[src/design/mppt_pkg.sv]
`timescale 1ns / 1ps

package mppt_pkg;

  localparam int CH_N     = 4;
  localparam int CH_W     = $clog2(CH_N);
  localparam int WIN_LEN  = 256;
  localparam int WIN_AW   = $clog2(WIN_LEN);

  localparam int SAMPLE_W = 16;
  localparam int OS_SHIFT = 12;
  localparam int OFS_W    = 32;
  localparam int NOISE_W  = 59;
  localparam int POW_W    = 64;
  localparam int CNT_W    = 48;

  // exact difference of shifted sample and offset, and its magnitude
  localparam int SHIFTED_W = SAMPLE_W + OS_SHIFT;
  localparam int DIFF_W    = ((SHIFTED_W > OFS_W) ? SHIFTED_W : OFS_W) + 1;
  localparam int MAG_W     = DIFF_W - 1;

  localparam int HOLDON_SAMPLES  = 128;
  localparam int HOLDON_W        = 8;
  localparam int HOLDOFF_SAMPLES = 100000;
  localparam int HOLDOFF_W       = 17;
  localparam int TRIG_FACTOR     = 20;

  // configuration register map
  localparam int CFG_IDX_W      = 4;
  localparam int CFG_DATA_W     = NOISE_W;
  localparam int REG_OFS_BASE   = 0;
  localparam int REG_NOISE_BASE = REG_OFS_BASE + CH_N;
  localparam int REG_END        = REG_NOISE_BASE + CH_N;

  // result queue, power of two deep
  localparam int FIFO_DEPTH = 8;
  localparam int FIFO_AW    = $clog2(FIFO_DEPTH);
  localparam int OCC_W      = $clog2(FIFO_DEPTH + 1);

  typedef logic signed [SAMPLE_W-1:0] sample_t;
  typedef logic signed [OFS_W-1:0]    ofs_t;
  typedef logic [NOISE_W-1:0]         noise_t;
  typedef logic [POW_W-1:0]           pow_t;

  localparam ofs_t OFS_RESET [CH_N] = '{
    -32'sd2050396, -32'sd3332515, -32'sd3119739, -32'sd7971855
  };
  localparam noise_t NOISE_RESET [CH_N] = '{
    59'd8515658300000, 59'd7120073000000, 59'd7000765000000, 59'd9395975000000
  };

  typedef struct packed {
    logic valid;
    logic above;
  } pwr_status_t;

  typedef struct packed {
    logic             ping_fired;
    logic             holding_off;
    logic [CNT_W-1:0] sample_number;
  } result_t;

endpackage

[src/design/mppt_trigger_ctrl.sv]
`timescale 1ns / 1ps

module mppt_trigger_ctrl import mppt_pkg::*; (
  input  logic        clk,
  input  logic        rst_n,
  input  pwr_status_t status,
  output logic        res_valid,
  output result_t     res
);

  logic [HOLDON_W-1:0]  holdon_r, holdon_nxt;
  logic [HOLDOFF_W-1:0] holdoff_r, holdoff_nxt;
  logic [CNT_W-1:0]     count_r;
  logic                 fire;

  always_comb begin
    holdon_nxt  = holdon_r;
    holdoff_nxt = holdoff_r;
    fire        = 1'b0;
    if (holdoff_r == '0) begin
      if (status.above) begin
        if (holdon_r < HOLDON_W'(HOLDON_SAMPLES)) begin
          holdon_nxt = holdon_r + 1'b1;
        end else begin
          fire        = 1'b1;
          holdoff_nxt = HOLDOFF_W'(HOLDOFF_SAMPLES);
          holdon_nxt  = '0;
        end
      end
    end else begin
      holdoff_nxt = holdoff_r - 1'b1;
      holdon_nxt  = '0;
    end
  end

  always_ff @(posedge clk) begin
    if (!rst_n) begin
      holdon_r  <= '0;
      holdoff_r <= '0;
      count_r   <= '0;
    end else if (status.valid) begin
      holdon_r  <= holdon_nxt;
      holdoff_r <= holdoff_nxt;
      count_r   <= count_r + 1'b1;
    end
  end

  assign res_valid         = status.valid;
  assign res.ping_fired    = fire;
  assign res.holding_off   = holdoff_r != '0;
  assign res.sample_number = count_r;

`ifndef SYNTHESIS
  a_fire_loads_holdoff: assert property (@(posedge clk) disable iff (!rst_n)
    (status.valid && fire) |=> (holdoff_r == HOLDOFF_W'(HOLDOFF_SAMPLES)))
    else $error("hold-off not loaded after ping");

  a_holdoff_clears_holdon: assert property (@(posedge clk) disable iff (!rst_n)
    (holdoff_r != '0) |-> (holdon_r == '0))
    else $error("hold-on counting during hold-off");
`endif

endmodule

[config.mk]
export PLATFORM = sky130hd
export DESIGN_NAME = mppt_trigger_ctrl
export DESIGN_NICKNAME = d
export VERILOG_FILES = /design/src/design/mppt_pkg.sv /design/src/design/mppt_trigger_ctrl.sv
export SDC_FILE = /design/constraint.sdc
export NUM_CORES = 1
export LEC_CHECK = 0
export BUFFER_PORTS_ARGS = -buffer_cell sky130_fd_sc_hd__clkbuf_2
export CAP_MARGIN = 20
export CORE_MARGIN = 5
export CORE_UTILIZATION = 35
export DETAILED_ROUTE_END_ITERATION = 10
export PLACE_DENSITY = 0.53
export SLEW_MARGIN = 10
export SYNTH_ARGS = -nofsm -noshare
export SYNTH_HDL_FRONTEND = slang
export SYNTH_SLANG_ARGS = --single-unit
export TNS_END_PERCENT = 50
[constraint.sdc]
create_clock -name clk -period 5.51 [get_ports clk]
set_input_delay 0.551 -clock clk [delete_from_list [all_inputs] [get_ports clk]]
set_output_delay 0.551 -clock clk [all_outputs]
set_load 0.01 [all_outputs]
Word-level counts from Yosys, hierarchy flattened:

Cells that the tools add are included.
W data, S select, Z words.

* flip-flop bits (word level): 73
* input port bits: 4
* output and inout port bits: 51
* logic and storage cells: 22

* add/subtract/negate cells: 3
* order comparisons: 1
* equal/unequal tests: 2
* multiplexer cells: 9
* reduce and logical (&&, ||, !) cells: 4

Operators by type and width (count)
* $mux W17: 3
* $add A48 B1 Y48 const B: 1
* $mux W8: 3
* $logic_not A17 Y1: 1
* $reduce_bool A17 Y1: 1
* $sub A17 B1 Y17 const B: 1
* $add A8 B1 Y8 const B: 1
* $lt A8 B8 Y1 const B: 1
* $ne A2 B2 Y1 const B: 2
* $mux W1: 3
* $reduce_and A3 Y1: 1
* $reduce_and A2 Y1: 1

Depth between registers and ports, before layout:

* depth after elaboration: 4
* mapped depth: 8

Worst setup path before layout:

OpenSTA, ideal clock, no wires.

* kind: input to register
* from: input status[1] (netlist bit)
* to: register holdoff_r[9]
* library setup time: 74 ps
* data arrival time: 2200 ps
* required time: 5436 ps
* path slack: 3236 ps
* stages: 5
* cell sequence: buf_2 -> or3b_2 -> or4_4 -> or3b_2 -> a31oi_1

* longest elaborated chain between the ends: 1

RTL lines
* start: declaration: RTL line mppt_trigger_ctrl.sv:6 `input pwr_status_t status,`
* $reduce_and A3 Y1 (no source line)
* end signal: assignment: RTL line mppt_trigger_ctrl.sv:43 `holdoff_r <= holdoff_nxt;`
* end: declaration: RTL line mppt_trigger_ctrl.sv:12 `logic [HOLDOFF_W-1:0] holdoff_r, holdoff_nxt;`

No other way between the ends.
A chain may end at the register's enable or synchronous reset.

==> reports/metrics.cfg <==
[sta]
worst_pin_slew_ns=0.952
totalNegativeSetupSlack_ns=0
slew_headroom_pct=36.4
fin_skew_ns=0.00928
period_share_pct=55.6
slew_violations=0
rsz0062_at_grt=false
hold_viol_final=0
fin_ws_ns=2.45
fmax_ghz=0.326
post-route-min-period_ns=3.06
report.final.setup_viol=0

[route]
drc=0
wl_um=7830
num_vias=2976
vias_per_cell=5.10
dr.pass1.iters=4
drt-wirelength-per-cell_um=13.4
ant_nets=0
drtIter0Drc=118

[yosys]
synth-main-ff-cell=dfxtp_1
yosysTopAreaCell=dfxtp_1
ys_ff_latch=73
ys_warn_count=0
synth_edf_count=0
syn-num-nets=403
synthTopCellsByArea=dfxtp_1 (43%), xor2_1 (11%), nor2_1 (6.5%)
syn-instance-count=395
synth_top_area_share_pct=43.0
async_flop_share_pct=0
synthDistinctLibCells=38
yosysSeqAreaShare_pct=43.0
syn_area_sq_mm=0.00340
avgSynthCellArea_sq_um=8.60

[worst_setup_path]
cp_slowest_cell=nand4_1
start_kind=input port
cp.arrival_ns=3.32
path_class=input port to flop
cp_cell_sequence=clkbuf_2 > nand4_1 > nor4_4 > nand4_1 > or4_1 > a21oi_1
crit_fanout=22
cp_common_cell=nand4_1
cp.required_ns=5.77
critPathMaxStageDelay_ns=0.67
r2r_start=count_r[0]$_SDFFE_PN0P_
cp-startpoint=status[1]
end_kind=flop

[power_and_ir_drop]
ir_drop_v=0.000181
pwr_density_cell_mw_per_mm2=413
power_frac_seq_pct=39.1
swShare_pct=37.1
switchingPower_w=0.000611
p_comb_share_pct=33.5
p_int_w=0.00104
p_total_w=0.00165
p_clk_share_pct=27.4
power.leakage_nw=1.54

[job]
cap_violations=0

[cells_and_area]
area_delta_synth_final_pct=17.4
layout.cells.non_filler=583
n_fill_cell=1018
diodes=0
nNetsFinal=454
fin_area_sq_mm=0.00399
drive_gt1_share_pct=18.0

[min_path]
min-delay-start=holdoff_r[16]$_SDFFE_PN0P_
hold_path.class=flop to flop

[die]
fp.dieW_um=109
dieArea_sq_mm=0.0118
io_pins=55
start_util_pct=35.2
rows=36
die_h_um=109
core-area_sq_mm=0.00964

[global_routing]
grt_pass1_wl_um=13100
grt_pass1_vias=2803
antenna_found_initial=0
grt_max_degree=56
overflow=0
grt_usage_pct=13.8

[status]
status=completed

[placement]
dpl_cell_area_sq_mm=0.00377
io_buffers=54
pre_cts_slack_ns=1.93
place.gp.congestion=0.776
place_inst=567
hpwl_um=5390

[cts]
cts_setup_buffers=0
cts_tree=done
clockBufferDepth=2
htreeDepth=3
clk_latency_ns=0.34
clock-sinks=73
clk_pin_slew_worst_paths_ns=0.08
hold_buffers=0
cts_resized=0
root_buffer=clkbuf_8
cts_buffers=9

[synthesized netlist by cell type (7+ instances only)]
master    instances
xor2_1           42
a21oi_1          20
nor2_1           59
and3_1            9
and4_1            7
or3_1            11
dfxtp_1          73
xnor2_1          10
nand3_1          25
o21ai_0          15
clkbuf_1         11
nand2_1          25
nand4_1          19
inv_1             7
[cells in the final DEF (no fill, tap or decap), types with 2 or more instances in the layout]
| master | synthesis | final |
|---|---|---|
| dfxtp_1 | 73 | 73 |
| nor2_1 | 59 | 59 |
| clkbuf_2 | 0 | 55 |
| xor2_1 | 42 | 42 |
| nand2_1 | 25 | 25 |
| nand3_1 | 25 | 25 |
| a21oi_1 | 20 | 20 |
| nand4_1 | 19 | 19 |
| o21ai_0 | 15 | 15 |
| or3_1 | 11 | 11 |
| xnor2_1 | 10 | 10 |
| and3_1 | 9 | 9 |
| clkbuf_8 | 0 | 9 |
| inv_1 | 7 | 7 |
| and4_1 | 7 | 7 |
| nor3_1 | 6 | 6 |
| or4_1 | 6 | 6 |
| nor4_1 | 6 | 5 |
| o211ai_1 | 5 | 5 |
| o31ai_1 | 5 | 5 |
| ha_1 | 4 | 4 |
| and2_1 | 3 | 3 |
| a31oi_1 | 3 | 3 |
| o2111ai_1 | 3 | 3 |
| clkinv_2 | 0 | 3 |
| or4_4 | 2 | 2 |
| or2_2 | 2 | 2 |
| nor4_4 | 2 | 2 |
| mux2i_1 | 2 | 2 |
| or3b_2 | 2 | 2 |
| bufinv_16 | 0 | 2 |
[power by group through the flow]
| stage | Combinational (W) | Clock [W] | Sequential, W |
|---|---|---|---|
| detailed placement | 0.000551 | 0 | 0.000656 |
| floorplan | 0.000448 | 0 | 0.000644 |
| global placement | 0.000552 | 0 | 0.000653 |
| CTS | 0.000556 | 0.000468 | 0.000645 |
| global route | 0.000629 | 0.000491 | 0.000657 |
| finish | 0.000553 | 0.000451 | 0.000644 |
[metrics by stage]
step / hold slack (ns) / util [%]
after detailed placement: 0.472 / 39.2
after floorplan: 0.440 / -
after global routing: 0.514 / 41.4
after global placement: 0.454 / 39.2
after CTS: 0.484 / 41.3
final: 0.480 / 41.4
[path summary, 6_finish.rpt]
path              slack, ns  depth (start not counted)                    endpoint
setup / recovery       2.45                          6    count_r[47]$_SDFFE_PN0P_
hold / removal         0.48                          2  holdoff_r[16]$_SDFFE_PN0P_
setup reg to reg       2.52                          7    count_r[46]$_SDFFE_PN0P_
hold reg to reg        0.48                          2  holdoff_r[16]$_SDFFE_PN0P_
[layout make-up]
class	instances	area (sq um)	share of cell area, %
Inverter	8	30.0	0.753
Sequential cell	73	1460	36.6
Clock inverter	6	83.8	2.10
Timing Repair Buffer	55	275	6.90
Multi-Input combinational cell	299	1850	46.3
Clock buffer	9	124	3.11
Tap cell	133	166	4.17
[metal layers]
| layer | track usage (%) | vias up | routed length [um] |
|---|---|---|---|
| met1 | 17.6 | 1414 | 3830 |
| met4 | 4.60 | 0 | 109 |
| met2 | 21.9 | 47 | 3490 |
| li1 | - | 1505 | - |
| met3 | 4.54 | 10 | 400 |
| met5 | 0 | - | 0 |
[flip-flops by register name, summed over array words and instances (netlist names)]
name and cells:
count_r 48, holdon_r 8, holdoff_r 17
[logic make-up after synthesis]
family / Yosys count / synth area share (%)
DFF: 73 / 43.0
adders and majority gates: 4 / 1.47
muxes: 2 / 0.589
AOI/OAI and AO/OA: 53 / 9.17
xor gates and xnor gates: 52 / 13.4
buffers and inverters: 23 / 2.80
and+or+nand+nor: 188 / 29.5
[critical path, delay by kind of cell]
kind                   cells  cell delay [ns]
and+or+nand+nor            4             2.26
buffers and inverters      1             0.36
AOI/OAI and AO/OA          1             0.15
(Power assumes the default switching activity.)
