===== src/design/mppt_pkg.sv =====
`timescale 1ns / 1ps

package mppt_pkg;

  localparam int CH_N     = 4;
  localparam int CH_W     = $clog2(CH_N);
  localparam int WIN_LEN  = 256;
  localparam int WIN_AW   = $clog2(WIN_LEN);

  localparam int SAMPLE_W = 16;
  localparam int OS_SHIFT = 12;
  localparam int OFS_W    = 32;
  localparam int NOISE_W  = 59;
  localparam int POW_W    = 64;
  localparam int CNT_W    = 48;

  // exact difference of shifted sample and offset, and its magnitude
  localparam int SHIFTED_W = SAMPLE_W + OS_SHIFT;
  localparam int DIFF_W    = ((SHIFTED_W > OFS_W) ? SHIFTED_W : OFS_W) + 1;
  localparam int MAG_W     = DIFF_W - 1;

  localparam int HOLDON_SAMPLES  = 128;
  localparam int HOLDON_W        = 8;
  localparam int HOLDOFF_SAMPLES = 100000;
  localparam int HOLDOFF_W       = 17;
  localparam int TRIG_FACTOR     = 20;

  // configuration register map
  localparam int CFG_IDX_W      = 4;
  localparam int CFG_DATA_W     = NOISE_W;
  localparam int REG_OFS_BASE   = 0;
  localparam int REG_NOISE_BASE = REG_OFS_BASE + CH_N;
  localparam int REG_END        = REG_NOISE_BASE + CH_N;

  // result queue, power of two deep
  localparam int FIFO_DEPTH = 8;
  localparam int FIFO_AW    = $clog2(FIFO_DEPTH);
  localparam int OCC_W      = $clog2(FIFO_DEPTH + 1);

  typedef logic signed [SAMPLE_W-1:0] sample_t;
  typedef logic signed [OFS_W-1:0]    ofs_t;
  typedef logic [NOISE_W-1:0]         noise_t;
  typedef logic [POW_W-1:0]           pow_t;

  localparam ofs_t OFS_RESET [CH_N] = '{
    -32'sd2050396, -32'sd3332515, -32'sd3119739, -32'sd7971855
  };
  localparam noise_t NOISE_RESET [CH_N] = '{
    59'd8515658300000, 59'd7120073000000, 59'd7000765000000, 59'd9395975000000
  };

  typedef struct packed {
    logic valid;
    logic above;
  } pwr_status_t;

  typedef struct packed {
    logic             ping_fired;
    logic             holding_off;
    logic [CNT_W-1:0] sample_number;
  } result_t;

endpackage


===== src/design/mppt_result_if.sv =====
`timescale 1ns / 1ps

interface mppt_result_if import mppt_pkg::*; ();
  logic             valid;
  logic             ready;
  logic             ping_fired;
  logic             holding_off;
  logic [CNT_W-1:0] sample_number;

  modport source (output valid, ping_fired, holding_off, sample_number, input ready);
  modport sink (input valid, ping_fired, holding_off, sample_number, output ready);
endinterface


===== src/design/mppt_out_fifo.sv =====
`timescale 1ns / 1ps

module mppt_out_fifo import mppt_pkg::*; (
  input  logic  clk,
  input  logic  rst_n,
  input  logic  accept,
  input  logic  push,
  input  result_t push_data,
  output logic  credit,
  mppt_result_if.source out_item
);

  result_t             entry [FIFO_DEPTH];
  logic [FIFO_AW-1:0]  wr_ptr_r, rd_ptr_r;
  logic [OCC_W-1:0]    cnt_r, occ_r;
  logic                pop;
  result_t             head;

  assign pop    = out_item.valid && out_item.ready;
  // occ_r counts items in the pipeline plus items queued here
  assign credit = occ_r != OCC_W'(FIFO_DEPTH);

  always_ff @(posedge clk) begin
    if (!rst_n) begin
      wr_ptr_r <= '0;
      rd_ptr_r <= '0;
      cnt_r    <= '0;
      occ_r    <= '0;
    end else begin
      if (push) begin
        wr_ptr_r <= wr_ptr_r + 1'b1;
      end
      if (pop) begin
        rd_ptr_r <= rd_ptr_r + 1'b1;
      end
      cnt_r <= cnt_r + OCC_W'(push) - OCC_W'(pop);
      occ_r <= occ_r + OCC_W'(accept) - OCC_W'(pop);
    end
  end

  always_ff @(posedge clk) begin
    if (push) begin
      entry[wr_ptr_r] <= push_data;
    end
  end

  assign head                   = entry[rd_ptr_r];
  assign out_item.valid         = cnt_r != '0;
  assign out_item.ping_fired    = head.ping_fired;
  assign out_item.holding_off   = head.holding_off;
  assign out_item.sample_number = head.sample_number;

`ifndef SYNTHESIS
  a_no_overflow: assert property (@(posedge clk) disable iff (!rst_n)
    push |-> (cnt_r != OCC_W'(FIFO_DEPTH)))
    else $error("result queue overflow");

  a_queue_within_credit: assert property (@(posedge clk) disable iff (!rst_n)
    cnt_r <= occ_r)
    else $error("queued items exceed items in flight");
`endif

endmodule


===== src/flat_wrapper.sv =====
// flat-port wrapper written by rule: the top's interface ports become plain ports
module mppt_out_fifo_flat import mppt_pkg::*;
  (clk, rst_n, accept, push, push_data, credit, out_item_valid, out_item_ping_fired, out_item_holding_off, out_item_sample_number, out_item_ready);
  mppt_result_if out_item_i ();
  input  logic clk;
  input  logic rst_n;
  input  logic accept;
  input  logic push;
  input  result_t push_data;
  output logic credit;
  output wire logic [$bits(out_item_i.valid)-1:0] out_item_valid;
  output wire logic [$bits(out_item_i.ping_fired)-1:0] out_item_ping_fired;
  output wire logic [$bits(out_item_i.holding_off)-1:0] out_item_holding_off;
  output wire logic [$bits(out_item_i.sample_number)-1:0] out_item_sample_number;
  input wire logic [$bits(out_item_i.ready)-1:0] out_item_ready;
  assign out_item_valid = out_item_i.valid;
  assign out_item_ping_fired = out_item_i.ping_fired;
  assign out_item_holding_off = out_item_i.holding_off;
  assign out_item_sample_number = out_item_i.sample_number;
  assign out_item_i.ready = out_item_ready;
  mppt_out_fifo u_core (.clk(clk), .rst_n(rst_n), .accept(accept), .push(push), .push_data(push_data), .credit(credit), .out_item(out_item_i));
endmodule

===== config.mk =====
export PLATFORM = sky130hd
export DESIGN_NAME = mppt_out_fifo_flat
export DESIGN_NICKNAME = d
export VERILOG_FILES = /design/src/design/mppt_pkg.sv /design/src/design/mppt_result_if.sv /design/src/design/mppt_out_fifo.sv /design/src/flat_wrapper.sv
export SDC_FILE = /design/constraint.sdc
export NUM_CORES = 1
export LEC_CHECK = 0
export BUFFER_PORTS_ARGS = -buffer_cell sky130_fd_sc_hd__buf_2
export CAP_MARGIN = 15
export CORE_UTILIZATION = 52
export DETAILED_ROUTE_END_ITERATION = 7
export MAX_ROUTING_LAYER = met4
export PLACE_DENSITY = 0.7
export REMOVE_ABC_BUFFERS = 1
export SYNTH_ARGS = -nofsm -noshare
export SYNTH_HDL_FRONTEND = slang
export SYNTH_SLANG_ARGS = --single-unit

===== constraint.sdc =====
create_clock -name clk -period 6.8 [get_ports clk]
set_clock_uncertainty 0.1 [all_clocks]
set_input_delay 1.36 -clock clk [delete_from_list [all_inputs] [get_ports clk]]
set_output_delay 1.36 -clock clk [all_outputs]
set_load 0.02 [all_outputs]

Word level (Yosys, flattened, before mapping)
Memories as Yosys holds them, arrays and structs flattened. A register that Yosys moved wholly into a read port is not among the register bits.
Cells that the tools add are included.
Operators by class
  add/sub/neg operators: 6
  equal/unequal tests: 1
  mux-type cells: 4
  reductions and logical operators: 2
Operators with widths (number)
  4-bit by 1-bit adder with 4-bit output: 2
  4-bit by 1-bit subtractor with 4-bit output: 2
  3-bit by 1-bit adder with 3-bit output, second input constant: 2
  3-bit 2-to-1 mux: 2
  4-bit != test, second input constant: 1
  4-bit nonzero test: 1
  1-bit 2-to-1 mux: 2
  1-bit logical AND: 1
Word-level totals
  flip-flop bits (word level): 14
  bits in writable memories: 400
  input port bits: 55
  memories kept: 1
Memory list
  u_core.entry: depth 8, bits a word 50, read ports 1, clocked after memory_dff 1, write ports 1, line mppt_out_fifo.sv:13  | result_t entry [FIFO_DEPTH];

Depth between registers and ports, before layout
Gate-level depths: netlist of run 1.
  word-level depth: 4
  gate-level depth with buffers: 10
  mapped depth without buffers: 10

Worst setup path after synthesis of run 1
Ideal clock, no wire load.
  path kind: input to register
  from: in push
  to: mem u_core.entry[0][0] in the netlist's numbering (enable)
  setup time: 0.519 ns
  data arrival time: 4.867 ns
  path slack: 1.314 ns
  cell stages on the path: 2
  path buffers: 0
  path through: nand2b_1 -> nor3_1
Between the ends
  word-level cells in the longest chain between the ends: 2
Ends and longest elaborated chain
  start: declaration: line flat_wrapper.sv:8  | input logic push;
  1-bit 2-to-1 mux: line mppt_out_fifo.sv:42  | if (push) begin
  1-bit 2-to-1 mux (implied by the code): line mppt_out_fifo.sv:43  | entry[wr_ptr_r] <= push_data;
  end: declaration: line mppt_out_fifo.sv:13
No other way between the ends.

==> impl_metrics.json, run 1 <==
{
  "power_density_mw_per_mm2": 328,
  "drt_iter0_drc": 474,
  "critPathKind": "flip-flop to primary output",
  "area_delta_synth_final_pct": 14.3,
  "rows": 64,
  "fill_cells": 2133,
  "hold_class": "flip-flop to flip-flop",
  "worst_setup_path_end_kind": "primary output",
  "hpwl_mm": 16.3,
  "grt_max_degree": 61,
  "stdcell_area_mm2": 0.0186,
  "antenna_found_initial": 5,
  "p_leak_nw": 6.22,
  "ff2ff_path_depth": 10,
  "period_needed_ps": 4570,
  "die_h_um": 179,
  "clock_path_buffers": 3,
  "cts_setup_buffers": 0,
  "grt.total_usage_pct": 20.0,
  "path_max_fanout": 52,
  "r2r-start": "u_core.cnt_r[2]",
  "yosysWarnings": 0,
  "cts-root-buf": "clkbuf_16",
  "drc": 32,
  "cp-start-kind": "flip-flop",
  "synth_cell_types": 26,
  "fin_util_pct": 60.6,
  "crit_required_ps": 5340,
  "clk_latency_ps": 510,
  "outcome": "finished, violations left",
  "finalSetupViolations": 0,
  "maxCapViolCount": 0,
  "grt_pass1_vias": 7387,
  "core_area_mm2": 0.0307,
  "cts_tree": "built",
  "ys_seq_area_share_pct": 75.8,
  "relSlewSlack_pct": 38.0,
  "overflow": 0,
  "period_share_pct": 67.1,
  "die_x_um": 179,
  "fmax_ghz": 0.219,
  "drive_gt1_share_pct": 29.0,
  "fin_nets": 875,
  "initial_core_util_pct": 53.0,
  "critPathArrivalTime_ps": 3110,
  "clk_pin_slew_ps": 60,
  "drt_pass1_iterations": 7,
  "synth_seq_cells": 417,
  "gp_congestion": 0.721,
  "hold_buffers": 0,
  "critPathTopFamily": "flip-flops",
  "max_stage_delay_ps": 950,
  "routed_wl_mm": 30.1,
  "ir_worst_vdd_uv": 238,
  "crit_buf_inv": 2,
  "fp.dieArea_mm2": 0.0321,
  "portBuffers": 106,
  "slowest_stage": "dfxtp_4",
  "cts-resized-gates": 0,
  "dr_total_vias": 7162,
  "viasPerCell": 5.77,
  "clkSinkCount": 417,
  "post_drt_wl_per_cell_um": 24.2,
  "post_dp_cell_area_mm2": 0.0173,
  "dp.cells": 1160,
  "whs_ps": 382,
  "stdcell_count": 1241,
  "syn_area_per_cell_um2": 24.2,
  "syn_inst": 675,
  "r2r_setup_slack_ps": 4220,
  "grt_pass1_wl_mm": 44.6,
  "pin_count": 107,
  "fin_setup_tns_ps": 0,
  "path_cells": "buf_4, mux4_1, mux2_2, buf_2",
  "cts_max_level": 2,
  "cts-buffers-inserted": 42,
  "rsz0062_at_grt": "false",
  "min_path_cells": 2,
  "drtAntennaViolNets": 0,
  "hp-start": "u_core.rd_ptr_r[2]",
  "slew_violations": 0,
  "synth_area_mm2": 0.0163,
  "r2r-end": "u_core.occ_r[2]",
  "hold_violations": 0,
  "tightest_slew_ps": 930,
  "violations": "DRC"
}
==> state kept, by name, summed over array words and instances (netlist names), named ones only <==
signal,flops
u_core.entry,400
u_core.wr_ptr_r,3
u_core.rd_ptr_r,3
u_core.occ_r,4
u_core.cnt_r,4
==> how the worst max path moves through the flow <==
stage          depth (start not counted)                          to      start
2_1_floorplan                          2          u_core.entry[0][0]       push
3_3_place_gp                           4  out_item_sample_number[13]  flip-flop
3_5_place_dp                           4  out_item_sample_number[36]  flip-flop
4_1_cts                                4  out_item_sample_number[36]  flip-flop
5_1_grt                                4  out_item_sample_number[36]  flip-flop
6_report                               4  out_item_sample_number[36]  flip-flop
==> through the flow <==
| step | setup WS [ps] | power, mW |
|---|---|---|
| floorplan | 1310 | 3.68 |
| global placement | 2810 | 3.94 |
| detailed placement | 2770 | 3.99 |
| CTS | 2210 | 6.18 |
| global route | 2100 | 6.36 |
| finish | 2230 | 6.12 |
==> routing by layer <==
layer / global-route usage (%) / part of all wire, %
met5: - / 0
met2: 31.0 / 49
met4: 4.84 / 1.6
met1: 27.2 / 44
met3: 4.41 / 5.7
==> placed cells by master, fill, tap and decap left out, types with 10 or more instances in the layout <==
cell type | netlist | routed
buf_4 | 0 | 13
mux4_1 | 100 | 100
clkinv_1 | 0 | 12
buf_2 | 0 | 106
dfxtp_1 | 17 | 14
nand2_1 | 10 | 10
mux2i_1 | 10 | 10
clkbuf_16 | 0 | 43
ha_1 | 10 | 10
mux2_2 | 50 | 50
edfxtp_1 | 400 | 400
==> worst min-delay path: stages (launching register included) <==
cell	delay [ps]
dfxtp_1	310
nand2_1	70
mux2i_1	60
==> Yosys cell counts <==
master | count | area share, %
a21o_1 | 2 | 0.092
a21oi_1 | 2 | 0.061
and2_1 | 7 | 0.27
buf_1 | 8 | 0.18
buf_6 | 11 | 0.76
clkbuf_1 | 10 | 0.23
clkbuf_2 | 1 | 0.031
dfxtp_1 | 17 | 2.1
edfxtp_1 | 400 | 74
fa_1 | 2 | 0.25
ha_1 | 10 | 0.77
inv_1 | 6 | 0.14
mux2_2 | 50 | 3.5
mux2i_1 | 10 | 0.61
mux4_1 | 100 | 16
nand2_1 | 10 | 0.23
nand2_2 | 1 | 0.038
nand2b_1 | 7 | 0.27
nand3_1 | 1 | 0.031
nor2_1 | 8 | 0.18
nor2b_1 | 2 | 0.077
nor3_1 | 2 | 0.061
or2_2 | 2 | 0.077
or3b_2 | 1 | 0.054
xnor2_1 | 3 | 0.16
xor2_1 | 2 | 0.11
==> cell type report <==
cell class / instances / area (um^2) / area share, %
multi-input cells: 222 / 3790 / 20.3
well taps: 396 / 495 / 2.66
repair buffers: 119 / 628 / 3.37
diodes: 6 / 15.0 / 0.0806
inverters: 6 / 22.5 / 0.121
flip-flops and latches: 417 / 12400 / 66.3
clock inverters: 26 / 204 / 1.09
clock buffers: 49 / 1120 / 6.00
==> power breakdown <==
group	switching [mW]	total, mW	internal (mW)
clock	0.906	2.19	1.29
combinational	0.459	0.902	0.442
sequential	0.114	3.02	2.91
==> logic make-up (layout without fill, tap and decap cells) <==
group           Yosys count  after routing  share of synthesized area, %
buf+inv                  36            200                          1.34
mux                     160            160                          20.2
flops                   417            417                          75.8
compound gates            4              4                         0.153
other cells               0              6                             0
simple gates             41             41                          1.29
fa+ha+maj                12             12                          1.01
xor+xnor                  5              5                         0.269
Power figures use the tool's default switching activity.
==> run 2: changes to the inputs <==
PLACE_DENSITY = 0.73   (was 0.7)
clock period = 4.13 ns   (was 6.8 ns; I/O delays follow)
==> run 2 against run 1 <==
The flow still finishes with violations (DRC). Worst hold slack better by 10 ps. Via count is 0.15% higher. Cell count increased by 0.48%. Sequential power increased by 64%. Combinational power is 67% higher. Sequential share of layout area fell by 0.36 points. Routed wire length fell by 0.12%. Utilization grew 0.33 points. Critical endpoint is now out_item_sample_number[3]. Largest power group unchanged. Highest routed layer unchanged.
==> impl_metrics.json, run 2 (same netlist as run 1, synthesis figures left out) <==
{
  "antenna_found_initial": 5,
  "cp-endpoint": "out_item_sample_number[3]",
  "overflow": 0,
  "drtAntennaViolNets": 0,
  "cp-start-kind": "flip-flop",
  "hold_violations": 0,
  "dr_total_vias": 7173,
  "r2r_setup_slack_ps": 1600,
  "die_h_um": 179,
  "largest_reg_flops": 400,
  "critPathArrivalTime_ps": 2680,
  "r2r-start": "u_core.cnt_r[2]",
  "pin_count": 107,
  "final_cell_mix": "edfxtp_1, buf_2, mux4_1",
  "regMostFlops": "u_core.entry",
  "critPathTopFamily": "multiplexers",
  "drt_iter0_drc": 539,
  "max_stage_delay_ps": 710,
  "cp_num_cells": 4,
  "p_leak_nw": 6.27,
  "cts-resized-gates": 0,
  "clock_path_buffers": 3,
  "tightest_slew_ps": 923,
  "cts_tree": "built",
  "slowest_stage": "dfxtp_4",
  "clk_pin_slew_ps": 60,
  "cts_max_level": 2,
  "power_density_mw_per_mm2": 539,
  "period_share_pct": 87.4,
  "fin_nets": 879,
  "fmax_ghz": 0.277,
  "cts-root-buf": "clkbuf_16",
  "drive_gt1_share_pct": 29.3,
  "grt.total_usage_pct": 20.0,
  "layout_commonest_cell": "edfxtp_1",
  "worst_setup_path_end_kind": "primary output",
  "viasPerCell": 5.75,
  "drc": 16,
  "rsz0062_at_grt": "false",
  "grt_pass1_wl_mm": 44.8,
  "gp_congestion": 0.719,
  "hold_buffers": 0,
  "crit_buf_inv": 2,
  "ir_worst_vdd_uv": 334,
  "path_max_fanout": 40,
  "slew_violations": 0,
  "drt_pass1_iterations": 6,
  "ff2ff_path_depth": 10,
  "portBuffers": 106,
  "r2r-end": "u_core.occ_r[2]",
  "path_cells": "buf_12, mux4_1, mux2_2, buf_2",
  "core_area_mm2": 0.0307,
  "grt_max_degree": 57,
  "rows": 64,
  "clk_latency_ps": 520,
  "post_drt_wl_per_cell_um": 24.1,
  "fin_setup_tns_ps": 0,
  "top_regs": "u_core.entry (400), u_core.cnt_r (4), u_core.occ_r (4)",
  "hold_class": "flip-flop to flip-flop",
  "violations": "DRC",
  "initial_core_util_pct": 53.0,
  "routed_wl_mm": 30.0,
  "outcome": "finished, violations left",
  "clkSinkCount": 417,
  "area_delta_synth_final_pct": 14.9,
  "period_needed_ps": 3610,
  "grt_pass1_vias": 7570,
  "fp.dieArea_mm2": 0.0321,
  "finalSetupViolations": 0,
  "critPathKind": "flip-flop to primary output",
  "maxCapViolCount": 0,
  "cts-buffers-inserted": 41,
  "hpwl_mm": 16.8,
  "relSlewSlack_pct": 38.5,
  "die_x_um": 179,
  "crit_required_ps": 3200,
  "whs_ps": 393,
  "cts_setup_buffers": 0
}
-- run 2: cell count changes in the layout (fill, tap and decap cells not counted) --
cell / before / now
buf_12: 0 / 4
clkbuf_8: 2 / 0
clkinv_2: 7 / 9
buf_4: 13 / 14
bufinv_16: 3 / 4
clkbuf_1: 4 / 5
clkinv_4: 1 / 0
clkinv_8: 0 / 1
inv_6: 2 / 1
-- run 2: final cells by class --
type / count / area (um^2)
Timing Repair Buffer: 124 / 716
Sequential cell: 417 / 12400
Clock inverter: 28 / 243
Antenna cell: 6 / 15.0
Tap cell: 396 / 495
Fill cell: 2112 / 12000
Clock buffer: 48 / 1090
Multi-Input combinational cell: 222 / 3790
Inverter: 6 / 22.5
-- run 2: worst min-delay path by stage --
stage,cells past startpoint,startpoint,slack (ps),to
final,2,u_core.rd_ptr_r[2],390,flip-flop
after global routing,2,u_core.rd_ptr_r[2],410,flip-flop
after CTS,2,u_core.rd_ptr_r[2],390,flip-flop
after detailed placement,2,u_core.rd_ptr_r[2],380,flip-flop
after global placement,2,u_core.rd_ptr_r[2],370,u_core.rd_ptr_r[2]
after floorplan,2,u_core.rd_ptr_r[2],360,flip-flop
-- run 2: per-layer routing --
metal  up-vias  share of wire [%]  global-route usage (%)
li1       3209                  -                       -
met1      3723                 42                    25.0
met2       186                 50                    33.3
met3        55                5.4                    3.82
met4         0                2.3                    6.32
met5         -                  0                       -
-- run 2: worst reg2reg max path: stages (launching register included) --
cell	delay [ps]
dfxtp_1	300
inv_1	70
ha_1	150
or3b_2	490
nand2_2	220
xnor2_1	160
ha_1	190
inv_1	60
fa_1	400
xnor2_1	130
and2_1	150
-- run 2: per-stage QoR --
| stage | worst slack, ps | util (%) | cells | power (mW) | instance area (um^2) |
|---|---|---|---|---|---|
| 3_3_place_gp | 1100 | 56.5 | 1165 | 6.49 | 17400 |
| 3_5_place_dp | 1030 | 56.5 | 1165 | 6.57 | 17400 |
| 5_1_grt | 402 | 60.9 | 1246 | 10.5 | 18700 |
| 4_1_cts | 459 | 60.9 | 1241 | 10.2 | 18700 |
| 2_1_floorplan | -822 | - | 645 | 6.06 | 16100 |
| 6_report | 522 | 60.9 | 1247 | 10.1 | 18700 |
-- run 2: report_power, final --
part	internal (mW)	switching [mW]
clock	2.15	1.49
sequential	4.79	0.169
combinational	0.740	0.770
